### config.mk
export PLATFORM = sky130hd
export DESIGN_NAME = terrain_height_color_ramp_core
export DESIGN_NICKNAME = d
export VERILOG_FILES = /design/src/hw/rtl/thrc_pkg.sv /design/src/hw/rtl/terrain_height_color_ramp_core.sv
export SDC_FILE = /design/constraint.sdc
export NUM_CORES = 1
export LEC_CHECK = 0
export BUFFER_PORTS_ARGS = -buffer_cell sky130_fd_sc_hd__clkbuf_2
export CORE_MARGIN = 3
export CORE_UTILIZATION = 35
export DETAILED_ROUTE_END_ITERATION = 10
export HOLD_SLACK_MARGIN = 0.12
export PLACE_DENSITY = 0.49
export SYNTH_ARGS = -nofsm -noshare
export SYNTH_HDL_FRONTEND = slang
export SYNTH_SLANG_ARGS = --single-unit
### constraint.sdc
create_clock -name clk -period 11.1 [get_ports clk]
set_input_delay 1.11 -clock clk [delete_from_list [all_inputs] [get_ports clk]]
set_output_delay 1.11 -clock clk [all_outputs]
set_load 0.05 [all_outputs]
### src/hw/rtl/thrc_pkg.sv
// Shared constants, types and arithmetic helpers for the terrain colour ramp.
// No dependencies; imported by the core and its checker.
`default_nettype none

package thrc_pkg;

    localparam int unsigned CH_W       = 8;   // colour channel and height width
    localparam int unsigned DIV_STEPS  = 3;   // quotient bits resolved per stage
    localparam int unsigned LATENCY    = 6;   // start edge to result edge

    // register indexes on the write port
    localparam logic [0:0] REG_SEA_LEVEL   = 1'b0;
    localparam logic [0:0] REG_SHOW_HEIGHT = 1'b1;

    typedef struct packed {
        logic [CH_W-1:0] r;
        logic [CH_W-1:0] g;
        logic [CH_W-1:0] b;
    } rgb_t;

    // one restoring-division step
    typedef struct packed {
        logic            q;
        logic [CH_W-1:0] rem;
    } div_t;

    localparam rgb_t DEEP_BLUE    = '{r: 8'd10,  g: 8'd35,  b: 8'd80};
    localparam rgb_t SHALLOW_BLUE = '{r: 8'd60,  g: 8'd140, b: 8'd200};
    localparam rgb_t PLAINS_COL   = '{r: 8'd60,  g: 8'd160, b: 8'd80};
    localparam rgb_t HILLS_COL    = '{r: 8'd140, g: 8'd120, b: 8'd80};
    localparam rgb_t PEAK_COL     = '{r: 8'd210, g: 8'd210, b: 8'd210};
    localparam rgb_t WATERLINE    = '{r: 8'd255, g: 8'd80,  b: 8'd80};
    localparam rgb_t FIRE_COL     = '{r: 8'd220, g: 8'd120, b: 8'd40};
    localparam rgb_t COPPER_COL   = '{r: 8'd120, g: 8'd120, b: 8'd140};
    localparam rgb_t TIN_COL      = '{r: 8'd110, g: 8'd110, b: 8'd130};
    localparam rgb_t CLAY_COL     = '{r: 8'd160, g: 8'd80,  b: 8'd70};

    localparam logic [CH_W-1:0] COAST_GAIN   = 8'd20;
    localparam logic [CH_W-1:0] FOREST_GREEN = 8'd18;
    localparam logic [CH_W-1:0] FOREST_RED   = 8'd8;
    localparam logic [CH_W-1:0] FIELD_RED    = 8'd10;
    localparam logic [CH_W-1:0] FIELD_GREEN  = 8'd6;

    localparam logic [8:0]  HILL_KNEE = 9'd160;
    // n/5 = (n*3277)>>14 exact for n <= 1280; n/3 = (n*2731)>>13 exact for n <= 768
    localparam logic [11:0] RECIP5 = 12'd3277;
    localparam logic [11:0] RECIP3 = 12'd2731;

    function automatic logic [CH_W-1:0] sat_add(logic [CH_W-1:0] v, logic [CH_W-1:0] k);
        logic [CH_W:0] s;
        s = {1'b0, v} + {1'b0, k};
        return s[CH_W] ? {CH_W{1'b1}} : s[CH_W-1:0];
    endfunction

    // (a*(256-w) + b*w) >> 8, written as a*256 + (b-a)*w
    function automatic logic [CH_W-1:0] lerp8(logic [CH_W-1:0] a, logic [CH_W-1:0] b,
                                             logic [8:0] w);
        logic signed [8:0]  diff;
        logic signed [9:0]  ws;
        logic signed [17:0] acc;
        diff = $signed({1'b0, b}) - $signed({1'b0, a});
        ws   = $signed({1'b0, w});
        acc  = $signed({2'b00, a, 8'h00}) + diff * ws;
        return acc[15:8];
    endfunction

    function automatic rgb_t lerp_rgb(rgb_t a, rgb_t b, logic [8:0] w);
        rgb_t o;
        o.r = lerp8(a.r, b.r, w);
        o.g = lerp8(a.g, b.g, w);
        o.b = lerp8(a.b, b.b, w);
        return o;
    endfunction

    // num is the shifted partial remainder, always below 2*dv
    function automatic div_t div_step(logic [CH_W:0] num, logic [CH_W-1:0] dv);
        div_t          o;
        logic [CH_W:0] diff;
        diff = num - {1'b0, dv};
        if (num >= {1'b0, dv})
        begin
            o.q   = 1'b1;
            o.rem = diff[CH_W-1:0];
        end
        else
        begin
            o.q   = 1'b0;
            o.rem = num[CH_W-1:0];
        end
        return o;
    endfunction

endpackage

`default_nettype wire

### src/hw/rtl/terrain_height_color_ramp_core.sv
// Terrain height colour ramp: tile height and flags to RGB, six-stage pipeline.
// Depends on thrc_pkg (constants, colour type, divide step, blend helpers).
//
// The result strobe (done) is start carried through vld_reg[0..4] and done_reg.
// Throughput: one transaction per cycle; busy stays low, since nothing in the
// pipeline can stall and the receiver takes every result as it appears.
// Reset: rst_n clears valid bits, done and config registers (waterline 0, debug off).
`default_nettype none

module terrain_height_color_ramp_core
(
    input  wire logic                        clk,
    input  wire logic                        rst_n,
    // configuration write port
    input  wire logic                        cfg_we,
    input  wire logic [0:0]                  cfg_index,
    input  wire logic [thrc_pkg::CH_W-1:0]   cfg_wdata,
    // input transaction
    input  wire logic                        start,
    output logic                             busy,
    input  wire logic [thrc_pkg::CH_W-1:0]   height,
    input  wire logic                        is_coast,
    input  wire logic                        is_forest,
    input  wire logic                        is_field,
    input  wire logic                        is_fire,
    input  wire logic                        is_copper_mine,
    input  wire logic                        is_tin_mine,
    input  wire logic                        is_clay_pit,
    // result transaction
    output logic                             done,
    output logic [thrc_pkg::CH_W-1:0]        red,
    output logic [thrc_pkg::CH_W-1:0]        green,
    output logic [thrc_pkg::CH_W-1:0]        blue
);
    import thrc_pkg::*;

    // Overlay resolved to one code at entry; fire wins, clay loses.
    typedef enum logic [2:0] {OV_NONE, OV_FIRE, OV_COPPER, OV_TIN, OV_CLAY} overlay_t;
    // Which ramp segment the blend weight belongs to.
    typedef enum logic [1:0] {SEG_WATER, SEG_PLAINS, SEG_HILLS} seg_t;

    // Side-band that rides along with every transaction.
    typedef struct packed {
        logic            water;
        logic            debug;
        logic            hit;     // height within one of the waterline
        logic [CH_W-1:0] h;
        logic            coast;
        logic            forest;
        logic            field;
        overlay_t        ov;
    } tag_t;

    // ------------------------------------------------------------------
    // Configuration registers
    // ------------------------------------------------------------------
    logic [CH_W-1:0] sea_height_reg;
    logic            show_height_mode_reg;

    always_ff @(posedge clk or negedge rst_n)
    begin
        if (!rst_n)
        begin
            sea_height_reg       <= '0;
            show_height_mode_reg <= 1'b0;
        end
        else if (cfg_we)
        begin
            unique case (cfg_index)
                REG_SEA_LEVEL:   sea_height_reg       <= cfg_wdata;
                REG_SHOW_HEIGHT: show_height_mode_reg <= cfg_wdata[0];
            endcase
        end
    end

    assign busy = 1'b0;

    wire logic accept = start && !busy;

    // ------------------------------------------------------------------
    // Stage 1: classify, pick dividend/divisor, quotient bits 8..6
    // Water: q = depth*256/sea; land: q = elevation*256/(255-sea).
    // The dividend never exceeds the divisor, so q fits in 0..256.
    // ------------------------------------------------------------------
    logic [4:0]      vld_reg;       // valid bits of stages 1..5
    tag_t            s1_tag_next, s1_tag_reg;
    logic [CH_W-1:0] s1_dv_next,  s1_dv_reg;
    logic [CH_W-1:0] s1_rem_next, s1_rem_reg;
    logic [2:0]      s1_q_next,   s1_q_reg;

    always_comb
    begin
        logic [CH_W-1:0] x;
        logic [CH_W:0]   h_p1;
        logic [CH_W:0]   s_p1;
        div_t            st;

        s1_tag_next.water  = (height < sea_height_reg);
        s1_tag_next.debug  = show_height_mode_reg;
        h_p1               = {1'b0, height} + 9'd1;
        s_p1               = {1'b0, sea_height_reg} + 9'd1;
        s1_tag_next.hit    = (height == sea_height_reg) || (h_p1 == {1'b0, sea_height_reg})
                             || (s_p1 == {1'b0, height});
        s1_tag_next.h      = height;
        s1_tag_next.coast  = is_coast;
        s1_tag_next.forest = is_forest;
        s1_tag_next.field  = is_field;
        if (is_fire)             s1_tag_next.ov = OV_FIRE;
        else if (is_copper_mine) s1_tag_next.ov = OV_COPPER;
        else if (is_tin_mine)    s1_tag_next.ov = OV_TIN;
        else if (is_clay_pit)    s1_tag_next.ov = OV_CLAY;
        else                     s1_tag_next.ov = OV_NONE;

        if (s1_tag_next.water)
        begin
            x          = sea_height_reg - height;
            s1_dv_next = sea_height_reg;
        end
        else
        begin
            x          = height - sea_height_reg;
            // 255 - sea, or 1 at the top of the range
            s1_dv_next = (sea_height_reg == {CH_W{1'b1}}) ? 8'd1 : ~sea_height_reg;
        end

        st           = div_step({1'b0, x}, s1_dv_next);
        s1_q_next[2] = st.q;
        s1_rem_next  = st.rem;
        for (int i = 1; i < DIV_STEPS; i++)
        begin
            st                = div_step({s1_rem_next, 1'b0}, s1_dv_next);
            s1_q_next[2 - i]  = st.q;
            s1_rem_next       = st.rem;
        end
    end

    // ------------------------------------------------------------------
    // Stage 2: quotient bits 5..3
    // ------------------------------------------------------------------
    tag_t            s2_tag_reg;
    logic [CH_W-1:0] s2_dv_reg;
    logic [CH_W-1:0] s2_rem_next, s2_rem_reg;
    logic [5:0]      s2_q_next,   s2_q_reg;

    always_comb
    begin
        div_t st;
        s2_rem_next = s1_rem_reg;
        s2_q_next   = {s1_q_reg, 3'b000};
        for (int i = 0; i < DIV_STEPS; i++)
        begin
            st               = div_step({s2_rem_next, 1'b0}, s1_dv_reg);
            s2_q_next[2 - i] = st.q;
            s2_rem_next      = st.rem;
        end
    end

    // ------------------------------------------------------------------
    // Stage 3: quotient bits 2..0 (remainder no longer needed)
    // ------------------------------------------------------------------
    tag_t       s3_tag_reg;
    logic [8:0] s3_q_next, s3_q_reg;

    always_comb
    begin
        div_t            st;
        logic [CH_W-1:0] rem;
        rem       = s2_rem_reg;
        s3_q_next = {s2_q_reg, 3'b000};
        for (int i = 0; i < DIV_STEPS; i++)
        begin
            st               = div_step({rem, 1'b0}, s2_dv_reg);
            s3_q_next[2 - i] = st.q;
            rem              = st.rem;
        end
    end

    // ------------------------------------------------------------------
    // Stage 4: blend weight. Water: 256-q. Land: rescale t=q onto the
    // plains segment (t*8/5) or the hills segment ((t-160)*8/3).
    // ------------------------------------------------------------------
    tag_t       s4_tag_reg;
    logic [8:0] s4_w_next, s4_w_reg;
    seg_t       s4_seg_next, s4_seg_reg;

    always_comb
    begin
        logic [8:0]  t;
        logic [8:0]  u;
        logic [23:0] prod_lo;
        logic [21:0] prod_hi;

        t       = s3_tag_reg.water ? (9'd256 - s3_q_reg) : s3_q_reg;
        u       = t - HILL_KNEE;
        prod_lo = {12'd0, t, 3'b000} * {12'd0, RECIP5};
        prod_hi = {12'd0, u[6:0], 3'b000} * {10'd0, RECIP3};

        if (s3_tag_reg.water)
        begin
            s4_seg_next = SEG_WATER;
            s4_w_next   = t;
        end
        else if (t > HILL_KNEE)
        begin
            s4_seg_next = SEG_HILLS;
            s4_w_next   = prod_hi[21:13];
        end
        else
        begin
            s4_seg_next = SEG_PLAINS;
            s4_w_next   = prod_lo[22:14];
        end
    end

    // ------------------------------------------------------------------
    // Stage 5: blend between the segment's two end colours
    // ------------------------------------------------------------------
    tag_t s5_tag_reg;
    rgb_t s5_rgb_next, s5_rgb_reg;

    always_comb
    begin
        case (s4_seg_reg)
            SEG_WATER:  s5_rgb_next = lerp_rgb(DEEP_BLUE,  SHALLOW_BLUE, s4_w_reg);
            SEG_PLAINS: s5_rgb_next = lerp_rgb(PLAINS_COL, HILLS_COL,    s4_w_reg);
            SEG_HILLS:  s5_rgb_next = lerp_rgb(HILLS_COL,  PEAK_COL,     s4_w_reg);
            default:    s5_rgb_next = lerp_rgb(PLAINS_COL, HILLS_COL,    s4_w_reg);
        endcase
    end

    // ------------------------------------------------------------------
    // Stage 6 (output): coast brightening, land tints, debug view, overlays
    // ------------------------------------------------------------------
    rgb_t col_next;
    logic done_reg;
    rgb_t out_rgb_reg;

    always_comb
    begin
        col_next = s5_rgb_reg;
        if (s5_tag_reg.debug)
        begin
            col_next = s5_tag_reg.hit ? WATERLINE
                                      : rgb_t'{r: s5_tag_reg.h, g: s5_tag_reg.h, b: s5_tag_reg.h};
        end
        else if (s5_tag_reg.water)
        begin
            if (s5_tag_reg.coast)
            begin
                col_next.r = sat_add(col_next.r, COAST_GAIN);
                col_next.g = sat_add(col_next.g, COAST_GAIN);
                col_next.b = sat_add(col_next.b, COAST_GAIN);
            end
        end
        else
        begin
            // forest first, then field on top
            if (s5_tag_reg.forest)
            begin
                col_next.g = sat_add(col_next.g, FOREST_GREEN);
                if (col_next.r > FOREST_RED)
                    col_next.r = col_next.r - FOREST_RED;
            end
            if (s5_tag_reg.field)
            begin
                col_next.r = sat_add(col_next.r, FIELD_RED);
                col_next.g = sat_add(col_next.g, FIELD_GREEN);
            end
        end

        case (s5_tag_reg.ov)
            OV_FIRE:   col_next = FIRE_COL;
            OV_COPPER: col_next = COPPER_COL;
            OV_TIN:    col_next = TIN_COL;
            OV_CLAY:   col_next = CLAY_COL;
            default:   ;
        endcase
    end

    // ------------------------------------------------------------------
    // Pipeline registers: valid bits reset, payload free-running
    // ------------------------------------------------------------------
    always_ff @(posedge clk or negedge rst_n)
    begin
        if (!rst_n)
        begin
            vld_reg  <= '0;
            done_reg <= 1'b0;
        end
        else
        begin
            vld_reg  <= {vld_reg[3:0], accept};
            done_reg <= vld_reg[4];
        end
    end

    always_ff @(posedge clk)
    begin
        s1_tag_reg  <= s1_tag_next;
        s1_dv_reg   <= s1_dv_next;
        s1_rem_reg  <= s1_rem_next;
        s1_q_reg    <= s1_q_next;

        s2_tag_reg  <= s1_tag_reg;
        s2_dv_reg   <= s1_dv_reg;
        s2_rem_reg  <= s2_rem_next;
        s2_q_reg    <= s2_q_next;

        s3_tag_reg  <= s2_tag_reg;
        s3_q_reg    <= s3_q_next;

        s4_tag_reg  <= s3_tag_reg;
        s4_w_reg    <= s4_w_next;
        s4_seg_reg  <= s4_seg_next;

        s5_tag_reg  <= s4_tag_reg;
        s5_rgb_reg  <= s5_rgb_next;

        out_rgb_reg <= col_next;
    end

    assign done  = done_reg;
    assign red   = out_rgb_reg.r;
    assign green = out_rgb_reg.g;
    assign blue  = out_rgb_reg.b;

endmodule

`default_nettype wire

# After elaboration in Yosys (flattened, before gate mapping)
# Cells that the tools add are included.
[totals]
register_bits = 209
latch_bits = 0
ramBits = 0
mem_bits_ro = 0
inputBits = 28
out_inout_bits = 26
word_cells = 168
memories = 0
[op_classes]
n_addsub = 30
multipliers = 10
div_mod_pow = 0
n_lt_le_gt_ge = 12
n_eq_ne = 9
shift = 0
muxes = 37
bitwise_logic = 2
n_reduce_logical = 6
[ops]
columns = ["operator", "n"]
rows = [
  ["$mux W9", 12],
  ["$pmux W24 S4", 1],
  ["$mux W8", 11],
  ["$sub A8 B8 Y8", 11],
  ["$mux W16", 5],
  ["$ge A9 B8 Y1", 8],
  ["$mux W24", 3],
  ["$add A15 B16 Y16 const A", 3],
  ["$pmux W24 S2", 1],
  ["$add A8 B5 Y9 const B", 4],
  ["$add A14 B16 Y16 const A", 2],
  ["$add A16 B16 Y16 const A", 2],
  ["$mul A6 B9 Y15 const A", 2],
  ["$mul A9 B12 Y20 const B", 1],
  ["$mul A7 B12 Y19 const B", 1],
  ["$add A8 B1 Y9 const B", 2],
  ["$eq A9 B8 Y1", 2],
  ["$add A12 B15 Y16 const A", 1],
  ["$mul A7 B9 Y16 const A", 1],
  ["$mul A7 B9 Y15 const A", 1],
  ["$mul A5 B9 Y14 const A", 1],
  ["$mul A4 B10 Y13 const A", 1],
  ["$mul A4 B9 Y13 const A", 1],
  ["$mul A3 B9 Y12 const A", 1],
  ["23 further kinds", 28],
]

# Longest topological paths before layout
# Gate-level depths: netlist of run 1.
[logic_depth]
ltp_word = 11
mapped_depth = 38
depth_no_buf = 37

# Worst setup path after synthesis of run 1
# No wires, ideal clock.
[synth_timing]
kind = "input port to flip-flop"
from = "input height[2] in the netlist's numbering"
to = "register s1_rem_reg[3]"
setup_ps = 121
arrival_time_ps = 8175
required_ps = 10979
setup_slack_ps = 2804
path_stages = 35
n_path_buf = 3
path_cell_list = "clkbuf_1 -> inv_1 -> ha_1 -> buf_2 -> nand3_1 -> a21oi_2 -> nor2_2 -> buf_1 -> xnor2_1 -> ha_1 -> nor2b_1 -> o31ai_2 -> a21oi_1 -> or4_1 -> o21ai_2 -> inv_2 -> mux2i_1 -> ha_1 -> ha_1 -> nand2_1 -> o21ai_0 -> a21o_1 -> a21o_1 -> a41oi_1 -> o21a_2 -> mux2i_1 -> inv_1 -> ha_1 -> or2_2 -> o31ai_1 -> o21ai_0 -> nor2_1 -> a21oi_1 -> a221oi_4 -> mux2_4"
[synth_rtl]
columns = ["item", "line", "source"]
rows = [
  ["start: declaration", "terrain_height_color_ramp_core.sv:21", "input wire logic [thrc_pkg::CH_W-1:0] height,"],
  ["end signal: assignment", "terrain_height_color_ramp_core.sv:301", "s1_rem_reg <= s1_rem_next;"],
  ["end: declaration", "terrain_height_color_ramp_core.sv:88", "logic [CH_W-1:0] s1_rem_next, s1_rem_reg;"],
]

# Worst setup path after layout of run 1
[layout_timing]
from = "input height[5] in the netlist's numbering"
to = "register s1_rem_reg[3]"
[layout_between]
elab_chain_len = 8
elab_cells_between_ends = 14
cone_classes = "5 x add/sub; 4 x order compare; 5 x mux"
[layout_rtl]
columns = ["item", "line", "source"]
rows = [
  ["$sub A8 B8 Y8 (tied with other cells)", "terrain_height_color_ramp_core.sv:121", "x = height - sea_height_reg;"],
  ["$mux W8", "terrain_height_color_ramp_core.sv:114", "if (s1_tag_next.water)"],
  ["$sub A8 B8 Y8 or $ge A8 B8 Y1 (tied branches)", "thrc_pkg.sv:79, thrc_pkg.sv:80", ""],
  ["$mux W9", "thrc_pkg.sv:80", "if (num >= {1'b0, dv})"],
  ["$ge A9 B8 Y1 or $sub A8 B8 Y8 (tied branches)", "thrc_pkg.sv:80, thrc_pkg.sv:79", ""],
  ["$mux W9", "thrc_pkg.sv:80", ""],
  ["$sub A8 B8 Y8 or $ge A9 B8 Y1 (tied branches)", "thrc_pkg.sv:79, thrc_pkg.sv:80", ""],
  ["$mux W9 *", "thrc_pkg.sv:80", ""],
  ["net s1_rem_next[3]", "terrain_height_color_ramp_core.sv:88", ""],
]
# The timed path passes the listed nets; every way through them passes the cells marked *.
# A chain may end at the register's enable or synchronous reset.

==> results of run 1 <==
[logic make-up after synthesis]
logic type / after synthesis
AND/OR/NAND/NOR: 496
AO/OA/AOI/OAI: 486
adder cells (fa/ha/maj): 431
buffers and inverters: 337
flip-flops: 209
XOR/XNOR: 163
multiplexers: 57
other: 1
[cells in the mapped netlist (12+ instances only)]
library cell	n	area [sq um]
mux2i_1	20	200
xor2_1	61	534
a211oi_1	16	120
mux2_2	26	293
nand3_1	36	180
dfrtp_1	15	375
ha_1	342	4280
fa_1	86	1720
a21oi_1	105	526
inv_1	289	1080
nor2_1	128	480
dfxtp_1	194	3880
clkbuf_1	40	150
nand2_1	123	462
a21o_1	30	225
and2_1	21	131
and3_1	12	75.1
xnor2_1	102	893
o21a_1	42	315
nand4_1	15	93.8
a21boi_0	14	105
nor2b_1	25	156
o21ai_0	118	591
or3_1	18	113
o211ai_1	20	150
nand2b_1	20	125
nor3_1	56	280
o31ai_1	16	120
[worst max-delay path: cells and delay by family]
kind / cells / cell delay, ps
mux: 4 / 1240
buf+inv: 4 / 460
xor+xnor: 1 / 180
fa+ha+maj: 5 / 1450
compound gates: 14 / 3310
simple gates: 6 / 1800
[layer usage]
layer / vias to the layer above / global-route usage, %
met5: - / 0
met4: 0 / 3.28
met3: 61 / 1.68
met2: 182 / 29.2
met1: 7064 / 22.5
li1: 7656 / -
[stage by stage]
stage	hold WS, ps	instances	area (sq um)	worst slack [ps]
after global placement	310	2898	20400	1720
after detailed placement	312	2898	20400	1450
after global routing	331	2938	21100	1260
after floorplan	310	2180	19300	2800
final	323	2938	21100	1920
after CTS	326	2938	21100	1970
[final cells by class]
class,count,share of cell area [%]
Multi-Input combinational cell,1634,65.2
Sequential cell,209,20.2
Inverter,294,5.22
Tap cell,696,4.12
Clock buffer,25,2.71
Timing Repair Buffer,65,1.69
Clock inverter,15,0.912
[final timing paths]
check | from | end
min reg2reg | s4_tag_reg[0] | s5_tag_reg[0]
min | s4_tag_reg[0] | s5_tag_reg[0]
max | height[5] | s1_rem_reg[3]
max in group asynchronous | rst_n | sea_height_reg[2]
max reg2reg | sea_height_reg[4] | s1_rem_reg[3]
min in group asynchronous | rst_n | sea_height_reg[4]
==> impl_metrics.csv, run 1 <==
group,metric,value,unit
layout,antenna_cells,0,
timing,drv_slew,0,
worst_setup_path,critPathCaptureType,"flip-flop",
layout,multiInputGateArea,13800,sq um
timing,finalSetupTns,0,ps
clock_network,path_clk_slew,70,ps
worst_setup_path,critPathLaunchType,"input pin",
worst_setup_path,cp.arrival,9580,ps
yosys,synth-xor-area-share,7.40,%
clock_network,ctsHoldBuffers,0,
route,wl_met2,23.0,mm
route,antenna_left,0,
yosys,ys.flop_type,"dfxtp_1",
place,dp_hpwl,38.8,mm
route,wl,47.8,mm
yosys,synth-simple-area-share,12.5,%
yosys,avgSynthCellArea,8.86,sq um
floorplanning,rows,85,
layout,fillerInstances,5468,
route,wl_met1,22.8,mm
yosys,synth-edff-count,0,
layout,final_cell_mix,"ha_1 (342), inv_1 (289), dfxtp_1 (194)",
worst_setup_path,path_max_fanout,14,
worst_setup_path,cp.required,11500,ps
layout,final_common_cell,"ha_1",
grt,grt_pass1_wl,78.9,mm
yosys,synth_mux_area_share,3.41,%
worst_setup_path,r2r_cells,33,
yosys,yosysUniqueCellTypes,89,
status,outcome,"completed",
yosys,synth_top_family_by_area,"adder cells",
timing,fin_crit_sh,82.7,%
clock_network,cts_num_sinks,209,
route,viasPerCell,5.09,
layout,largest_register_ff_count,24,
yosys,synth_compound_area_share,16.8,%
clock_network,clockBufferDepth,3,
yosys,syn_inst,2180,
yosys,ys_warn_count,0,
clock_network,numCtsBuffers,22,
layout,final_nets,2682,
layout,regArea,4260,sq um
route,routedWlPerCell,16.3,um
grt,antenna_found_initial,1,
route,firstDrtPassIters,5,
floorplanning,dieArea,58000,sq um
worst_setup_path,cp_slowest_stage_delay,650,ps
min_path,hold_class,"flip-flop to flip-flop",
clock_network,clock_latency,510,ps
floorplanning,ios,54,
layout,final_util,39.0,%
yosys,yosys_register_bits,209,
worst_setup_path,path_common_cell,"ha_1",
place,gp_congestion,0.912,
yosys,synth_async_sr_flop_share,7.18,%
yosys,synth_nets,2636,
route,drc,0,
route,wl_met3,1.09,mm
worst_setup_path,slowest_stage,"nor2_2",
yosys,seq_area_frac_synth,22.1,%
clock_network,cts_tree,"done",
route,via_count,15000,
timing,hold_violations,0,
min_path,min_path_cells,0,
grt,grt_max_degree,30,
yosys,synthAdderAreaFrac,31.2,%
timing,max_slew_margin,36.8,%
clock_network,cts_root_buf,"clkbuf_16",
place,numPortBuffers,52,
clock_network,postCtsSetupBuffers,0,
clock_network,cts.repair.resized,0,
worst_setup_path,ff2ff_setup_slack,2020,ps
grt,grt.total_usage,16.7,%
timing,rsz0062_at_grt,"false",
grt,grt-ovfl-total,0,
worst_setup_path,path_class,"input pin to flip-flop",
route,drt-initial-drc-count,754,
timing,worst_pin_slew,944,ps
floorplanning,die-width,241,um
floorplanning,die_h,241,um
timing,fin_crit,9180,ps
grt,grt_pass1_vias,15300,
clock_network,h-tree-depth,1,
floorplanning,start_util,35.6,%
flow_run,cap_violations,0,
route,top_layer_used,"met4",
timing,clock_skew,16.4,ps
layout,syn_to_final_growth,9.46,%
layout,drive_above_1_share,7.94,%
timing,timing.fmax,109,MHz
timing,finalSetupViolations,0,
floorplanning,coreArea,54200,sq um
yosys,syn-cell-area,19300,sq um
Power of run 1 is not shown: default switching activity piles up to over one toggle a cycle in this logic, so the estimate is an artifact.
==> inputs of run 2 (changes only) <==
Settings changed: PLACE_DENSITY 0.49 to 0.51.
Clock period 11.1 ns to 8.3 ns, I/O delays scaled along.
==> run 2 against run 1 <==
  * First-iteration DRC count fell by 13%
  * Hold slack lost 96 ps
  * Die area unchanged
  * Global-route usage about the same
  * Clock-buffer cell count up 5
  * Flip-flop and latch count unchanged
  * Critical path depth down 1
  * Non-clock buffer count rose by 33
  * Via count rose by 0.96%
  * Setup slack worse by 1200 ps
  * Wire length rose by 0.63%
  * Clock skew is essentially flat
  * Critical endpoint is now s1_rem_reg[4]
==> impl_metrics.csv, run 2 (synthesis gave the netlist of run 1 again) <==
group,metric,value,unit
worst_setup_path,path_max_fanout,9,
route,wl,48.1,mm
layout,final_util,39.5,%
route,viasPerCell,5.08,
layout,antenna_cells,0,
timing,max_slew_margin,41.2,%
layout,fin_area,21400,sq um
grt,grt_pass1_wl,78.8,mm
clock_network,clockBufferDepth,3,
layout,syn_to_final_growth,11.0,%
floorplanning,dieArea,58000,sq um
timing,worst_pin_slew,879,ps
clock_network,cts_num_sinks,209,
clock_network,clock_latency,510,ps
timing,finalSetupViolations,0,
floorplanning,coreArea,54200,sq um
place,numPortBuffers,52,
place,dpl_cell_area,20600,sq um
clock_network,cts_tree,"done",
clock_network,cts_root_buf,"clkbuf_16",
layout,drive_above_1_share,9.32,%
route,wl_met1,23.5,mm
floorplanning,die_h,241,um
layout,final_nets,2715,
timing,timing.fmax,131,MHz
timing,rsz0062_at_grt,"false",
layout,final_common_cell,"ha_1",
worst_setup_path,cp_num_buf_inv,4,
timing,fin_crit,7620,ps
timing,finalSetupTns,0,ps
worst_setup_path,cp.required,8700,ps
grt,grt_max_degree,30,
route,via_count,15100,
layout,fillerInstances,5453,
timing,setup_ws,676,ps
clock_network,h-tree-depth,1,
timing,clock_skew,16.0,ps
timing,drv_slew,0,
worst_setup_path,cp.arrival,8020,ps
route,firstDrtPassIters,5,
route,antenna_left,0,
route,routedWlPerCell,16.2,um
floorplanning,start_util,35.6,%
timing,hold_violations,0,
flow_run,cap_violations,0,
layout,final_cell_mix,"ha_1 (342), inv_1 (289), dfxtp_1 (194)",
timing,fin_crit_sh,91.9,%
route,wl_met2,22.7,mm
place,dpl_worst_slack,13.9,ps
floorplanning,ios,54,
layout,largest_register_ff_count,24,
worst_setup_path,critPathLaunchType,"input pin",
route,top_layer_used,"met4",
grt,grt_pass1_vias,15500,
worst_setup_path,slowest_stage,"or4_1",
grt,antenna_found_initial,0,
floorplanning,die-width,241,um
worst_setup_path,cp_slowest_stage_delay,450,ps
worst_setup_path,path_class,"input pin to flip-flop",
place,gp_congestion,0.867,
clock_network,path_clk_slew,60,ps
status,outcome,"completed",
worst_setup_path,critPathCaptureType,"flip-flop",
floorplanning,rows,85,
route,drt-initial-drc-count,659,
worst_setup_path,path_common_cell,"ha_1",
clock_network,postCtsSetupBuffers,0,
clock_network,numCtsBuffers,22,
route,wl_met3,1.19,mm
grt,grt.total_usage,16.7,%
min_path,hold_class,"input pin to asynchronous set/reset pin",
grt,grt-ovfl-total,0,
route,drc,0,
worst_setup_path,critical_path.top_delay_family,"compound AO/OA/AOI/OAI gates",
place,dp_hpwl,39.4,mm
==> run 2: repair_timing <==
item,4_1_cts,5_1_grt
endpoints found under the setup margin,0,7
hold endpoints to repair,0,0
hold buffers,0,0
resized for setup,0,3
==> run 2: cell type report <==
type	instances	area, sq um	area share [%]
multi-input combinational	1634	13800	64.4
timing repair buffer	98	631	2.94
tap	696	871	4.06
clock inverter	10	129	0.602
sequential	209	4260	19.9
clock buffer	30	642	3.00
inverter	294	1100	5.15
==> run 2: per-layer routing <==
metal	global-route usage, %	up-vias
li1	-	7714
met1	22.8	7140
met2	28.9	196
met3	1.71	57
met4	3.08	0
met5	0	-
==> run 2: worst reg2reg max path, delay by kind of cell (launching register included) <==
| family | cells | cell delay [ps] |
|---|---|---|
| AO/OA/AOI/OAI | 12 | 2370 |
| XOR/XNOR | 1 | 210 |
| flip-flops | 1 | 520 |
| buffers and inverters | 3 | 450 |
| multiplexers | 4 | 1130 |
| adder cells (fa/ha/maj) | 4 | 1140 |
| AND/OR/NAND/NOR | 8 | 1700 |
==> run 2: metrics by stage <==
| stage | cells | hold WS, ps |
|---|---|---|
| 4_1_cts | 2971 | 208 |
| 3_3_place_gp | 2931 | 310 |
| 6_report | 2971 | 227 |
| 3_5_place_dp | 2931 | 312 |
| 5_1_grt | 2971 | 235 |
| 2_1_floorplan | 2180 | 310 |
==> run 2: final timing paths <==
path / end / depth (start not counted) / from / slack, ps
worst max-delay path: s1_rem_reg[4] / 33 / height[6] / 680
min in group clk: s3_tag_reg[9] / 0 / s2_tag_reg[9] / 320
worst min-delay path: sea_height_reg[7] / 1 / rst_n / 230
worst max register to register: s1_rem_reg[4] / 32 / sea_height_reg[2] / 690
worst min register to register: s3_tag_reg[9] / 0 / s2_tag_reg[9] / 320
max in group asynchronous: show_height_mode_reg / 1 / rst_n / 7790
Power of run 2 is left out for the same reason.
